==> src/rtl/core/ssq_pkg.sv <==
// shared types, codes and defaults of the sorted event queue
package ssq_pkg;

    // default sizes
    localparam int DEPTH_DEF        = 64;
    localparam int KEY_BITS_DEF     = 32;
    localparam int PAYLOAD_BITS_DEF = 32;

    // fixed port field widths
    localparam int KEY_W   = 32;
    localparam int PAY_W   = 32;
    localparam int COUNT_W = 7;

    typedef enum logic {
        OP_PUSH = 1'b0,
        OP_POP  = 1'b1
    } t_op;

    typedef enum logic [1:0] {
        ST_OK        = 2'd0,
        ST_POP_EMPTY = 2'd1,
        ST_PUSH_FULL = 2'd2
    } t_status;

    // shift commands broadcast to every cell
    typedef struct packed {
        logic push;
        logic pop;
    } t_cell_ctrl;

    // one result beat
    typedef struct packed {
        t_status              status;
        logic signed [KEY_W-1:0] out_key;
        logic [PAY_W-1:0]     out_payload;
        logic [COUNT_W-1:0]   entry_count;
        logic                 queue_empty;
    } t_result;

endpackage

==> src/rtl/core/ssq_cell.sv <==
// one slot of the sorted chain: holds an entry and shifts with its neighbours
module ssq_cell #(
    parameter int DEPTH        = ssq_pkg::DEPTH_DEF,
    parameter int KEY_BITS     = ssq_pkg::KEY_BITS_DEF,
    parameter int PAYLOAD_BITS = ssq_pkg::PAYLOAD_BITS_DEF,
    parameter int INDEX        = 0
) (
    input  logic                             i_clk,
    input  ssq_pkg::t_cell_ctrl              i_ctrl,
    input  logic [$clog2(DEPTH+1)-1:0]       i_count,
    input  logic signed [KEY_BITS-1:0]       i_new_key,
    input  logic [PAYLOAD_BITS-1:0]          i_new_payload,
    input  logic                             i_left_holds,
    input  logic signed [KEY_BITS-1:0]       i_left_key,
    input  logic [PAYLOAD_BITS-1:0]          i_left_payload,
    input  logic signed [KEY_BITS-1:0]       i_right_key,
    input  logic [PAYLOAD_BITS-1:0]          i_right_payload,
    output logic signed [KEY_BITS-1:0]       o_key,
    output logic [PAYLOAD_BITS-1:0]          o_payload,
    output logic                             o_holds
);
    import ssq_pkg::*;

    localparam int CNT_W = $clog2(DEPTH + 1);

    logic signed [KEY_BITS-1:0] r_key, n_key;
    logic [PAYLOAD_BITS-1:0]    r_payload, n_payload;
    logic                       occupied;

    // entry stays put when it is live and not larger than the new key
    assign occupied = i_count > CNT_W'(INDEX);
    assign o_holds  = occupied && (r_key <= i_new_key);

    // next entry: keep, take the new one, shift right on push, shift left on pop
    always_comb begin
        n_key     = r_key;
        n_payload = r_payload;
        if (i_ctrl.push) begin
            if (!o_holds) begin
                if (i_left_holds) begin
                    n_key     = i_new_key;
                    n_payload = i_new_payload;
                end else begin
                    n_key     = i_left_key;
                    n_payload = i_left_payload;
                end
            end
        end else if (i_ctrl.pop) begin
            n_key     = i_right_key;
            n_payload = i_right_payload;
        end
    end

    // entry storage, no reset: slots at or above the count are never shown
    always_ff @(posedge i_clk) begin
        r_key     <= n_key;
        r_payload <= n_payload;
    end

    assign o_key     = r_key;
    assign o_payload = r_payload;

endmodule

==> config.mk <==
export PLATFORM = sky130hd
export DESIGN_NAME = ssq_cell
export DESIGN_NICKNAME = d
export VERILOG_FILES = /design/src/rtl/core/ssq_pkg.sv /design/src/rtl/core/ssq_cell.sv
export SDC_FILE = /design/constraint.sdc
export NUM_CORES = 1
export LEC_CHECK = 0
export BUFFER_PORTS_ARGS = -buffer_cell sky130_fd_sc_hd__buf_4
export CORE_AREA = 2 2 105 107
export DETAILED_ROUTE_END_ITERATION = 7
export DIE_AREA = 0 0 107 109
export PLACE_DENSITY = 0.72
export SLEW_MARGIN = 20
export SYNTH_ARGS = -nofsm -noshare
export SYNTH_HDL_FRONTEND = slang
export SYNTH_SLANG_ARGS = --single-unit
==> constraint.sdc <==
create_clock -name i_clk -period 6.1 [get_ports i_clk]
set_clock_uncertainty 0.15 [all_clocks]
set_input_delay 0.61 -clock i_clk [delete_from_list [all_inputs] [get_ports i_clk]]
set_output_delay 0.61 -clock i_clk [all_outputs]
set_load 0.02 [all_outputs]
==> impl_metrics.py <==
metrics = {
    "drt": {
        "vias": 3917,
        "wl_per_cell_um": 15.0,
        "first_pass_iters": 4,
        "drc": 0,
        "totalWireLength_mm": 12.2,
        "viasPerCell": 4.85,
        "dr.first_iter.drc_count": 170,
        "ant_nets": 0,
    },
    "placement": {
        "dpl-instance-area_um2": 6250,
        "dp_hpwl_mm": 9.84,
        "io_buffer_count": 267,
        "dp_cells": 792,
        "place_congestion": 0.770,
    },
    "global_routing": {
        "track_usage_pct": 20.2,
        "grt_pass1_vias": 3802,
        "grt_max_degree": 101,
        "grt_overflow_total": 0,
        "grt_antenna_before_repair": 0,
        "grt_pass1_wl_mm": 18.1,
    },
    "final_layout": {
        "fin_area_um2": 6470,
        "area_growth_syn_to_layout_pct": 56.8,
        "multi_input_area_um2": 2000,
        "antenna_cells": 0,
        "drive_gt1_share_pct": 43.6,
        "fillers": 898,
        "layoutNonFillerInstCount": 808,
        "final_nets": 898,
        "ff_latch_area_um2": 1920,
    },
    "clocking": {
        "clk_pin_slew_worst_paths_ns": 0.07,
        "cts_made_buffers": 9,
        "clock_sinks": 64,
        "cts_tree": "built",
        "cts_buffer_depth": 2,
        "holdBufCountCts": 0,
        "clk_latency_ns": 0.33,
        "clockRootBuffer": "clkbuf_8",
        "h-tree-depth": 3,
        "cts_setup_buffers": 0,
        "ctsResizeCount": 0,
    },
    "synthesis": {
        "synthCells": 405,
        "seq_area_frac_synth_pct": 46.6,
        "yosysMostFrequentCell": "a21oi_1",
        "synth.largest_area_cell": "edfxtp_1",
        "yosys-top-cells-area": "edfxtp_1 47%, mux2i_1 16%, ha_1 9.7%",
        "synth_seq_cells": 64,
        "ys_warn_count": 0,
        "synthArstFlopShare_pct": 0,
        "syn_nets": 640,
        "ys_types": 31,
        "ys.flop_type": "edfxtp_1",
        "synth_edf_count": 64,
        "synth_top_area_share_pct": 46.6,
        "synthTopCellsByCount": "78 x a21oi_1, 67 x nor2_1, 64 x edfxtp_1, 64 x mux2i_1, 33 x inv_1",
        "syn_area_per_cell_um2": 10.2,
        "netlist_area_um2": 4130,
    },
    "timing": {
        "worst_pin_slew_ns": 1.06,
        "relSlewSlack_pct": 29.1,
        "period_minus_slack_ns": 3.51,
        "rsz0062_at_grt": "no",
        "finalCritPeriodShare_pct": 57.5,
        "hold_viol_final": 0,
        "setup_violations": 0,
        "max_freq_mhz": 285,
        "slew_violations": 0,
        "tns_ns": 0,
        "holdWs_ns": 0.446,
    },
    "die": {
        "num_rows": 38,
        "dieArea_um2": 11700,
        "initial_core_util_pct": 38.9,
        "core_um2": 10600,
        "dieHeight_um": 109,
        "design.portCount": 268,
        "die_x_um": 107,
    },
    "power": {
        "pwr_density_cell_nw_per_um2": 234,
        "ir_worst_vdd_uv": 89.0,
        "p_leak_nw": 3.16,
        "p_total_w": 0.00152,
    },
    "hold_path": {
        "hp-class": "input pin to register",
    },
    "worst_setup_path": {
        "worstSetupStartpointType": "register",
        "cp_max_fo": 44,
        "cp-end-kind": "register",
        "criticalPathCategory": "register to register",
        "required_ns": 5.97,
        "cp_data_arrival_time_ns": 3.38,
    },
    "run_status": {
        "status": "finished clean",
    },
    "job": {
        "maxCapViolations": 0,
    },
}
-- cells in the final DEF, fill, tap and decap left out, drive strengths merged, types with 2 or more instances in the layout --
cell type / Yosys / final
mux2i: 64 / 64
clkbuf: 12 / 9
inv: 33 / 33
nand2: 11 / 11
nor3: 3 / 3
nor2: 67 / 67
edfxtp: 64 / 64
clkinv: 0 / 3
ha: 32 / 32
nand3: 6 / 6
o21ai: 4 / 4
buf: 10 / 269
bufinv: 0 / 2
a21oi: 78 / 78
clkinvlp: 0 / 2
nor4: 3 / 3
nand4: 6 / 6
-- final cells by class --
| type | instances | share of cell area (%) |
|---|---|---|
| inverters | 33 | 1.91 |
| repair buffers | 269 | 31.4 |
| multi-input cells | 286 | 30.9 |
| flip-flops and latches | 64 | 29.7 |
| clock buffers | 9 | 1.91 |
| well taps | 140 | 2.71 |
| clock inverters | 7 | 1.49 |
-- metal layers --
metal	routed length, µm	global-route usage [%]	up-vias
li1	-	-	1991
met1	4490	21.8	1741
met2	6630	38.8	165
met3	823	4.42	20
met4	208	6.86	0
met5	0	0	-
-- flip-flops by register name (all words and copies together) (netlist names) --
signal,flops
o_key,32
o_payload,32
-- through the flow --
stage / util [%] / setup slack (ns)
global placement: 58.9 / 2.37
global route: 61.0 / 2.36
CTS: 61.0 / 2.55
floorplan: - / 1.12
finish: 61.0 / 2.59
detailed placement: 58.9 / 2.23
-- where the power goes --
group	switching [W]	internal [W]	leakage (nW)	total [W]
sequential	0.0000260	0.000573	0.623	0.000599
combinational	0.000274	0.000244	2.43	0.000518
clock	0.000169	0.000230	0.103	0.000399
-- final timing paths --
kind / start / endpoint / slack, ns / cells after the start
hold / removal: i_right_key[25] / o_key[25]$_DFFE_PP_ / 0.45 / 3
hold reg to reg: o_key[31]$_DFFE_PP_ / o_key[18]$_DFFE_PP_ / 1.14 / 5
setup / recovery: o_key[31]$_DFFE_PP_ / o_payload[29]$_DFFE_PP_ / 2.59 / 8
setup reg to reg: o_key[31]$_DFFE_PP_ / o_payload[29]$_DFFE_PP_ / 2.59 / 8
-- critical path, stage by stage, from the launching register on --
cell and delay (ns):
edfxtp_1 0.41, ha_1 0.40, nand4_2 0.16, nor4_4 0.39, nand2_2 0.10, nor3_2 0.23, nor4b_1 0.11, nor3_4 0.88
buf_12 0.32
-- kinds of logic (layout without fill, tap and decap cells) --
| kind of cell | Yosys count | in the layout | share of synthesized area (%) |
|---|---|---|---|
| adders and majority gates | 32 | 32 | 9.71 |
| and+or+nand+nor | 100 | 100 | 11.3 |
| muxes | 64 | 64 | 15.5 |
| AOI/OAI and AO/OA | 90 | 90 | 11.7 |
| buffers and inverters | 55 | 318 | 5.19 |
| DFF | 64 | 64 | 46.6 |
(Power assumes the default switching activity.)
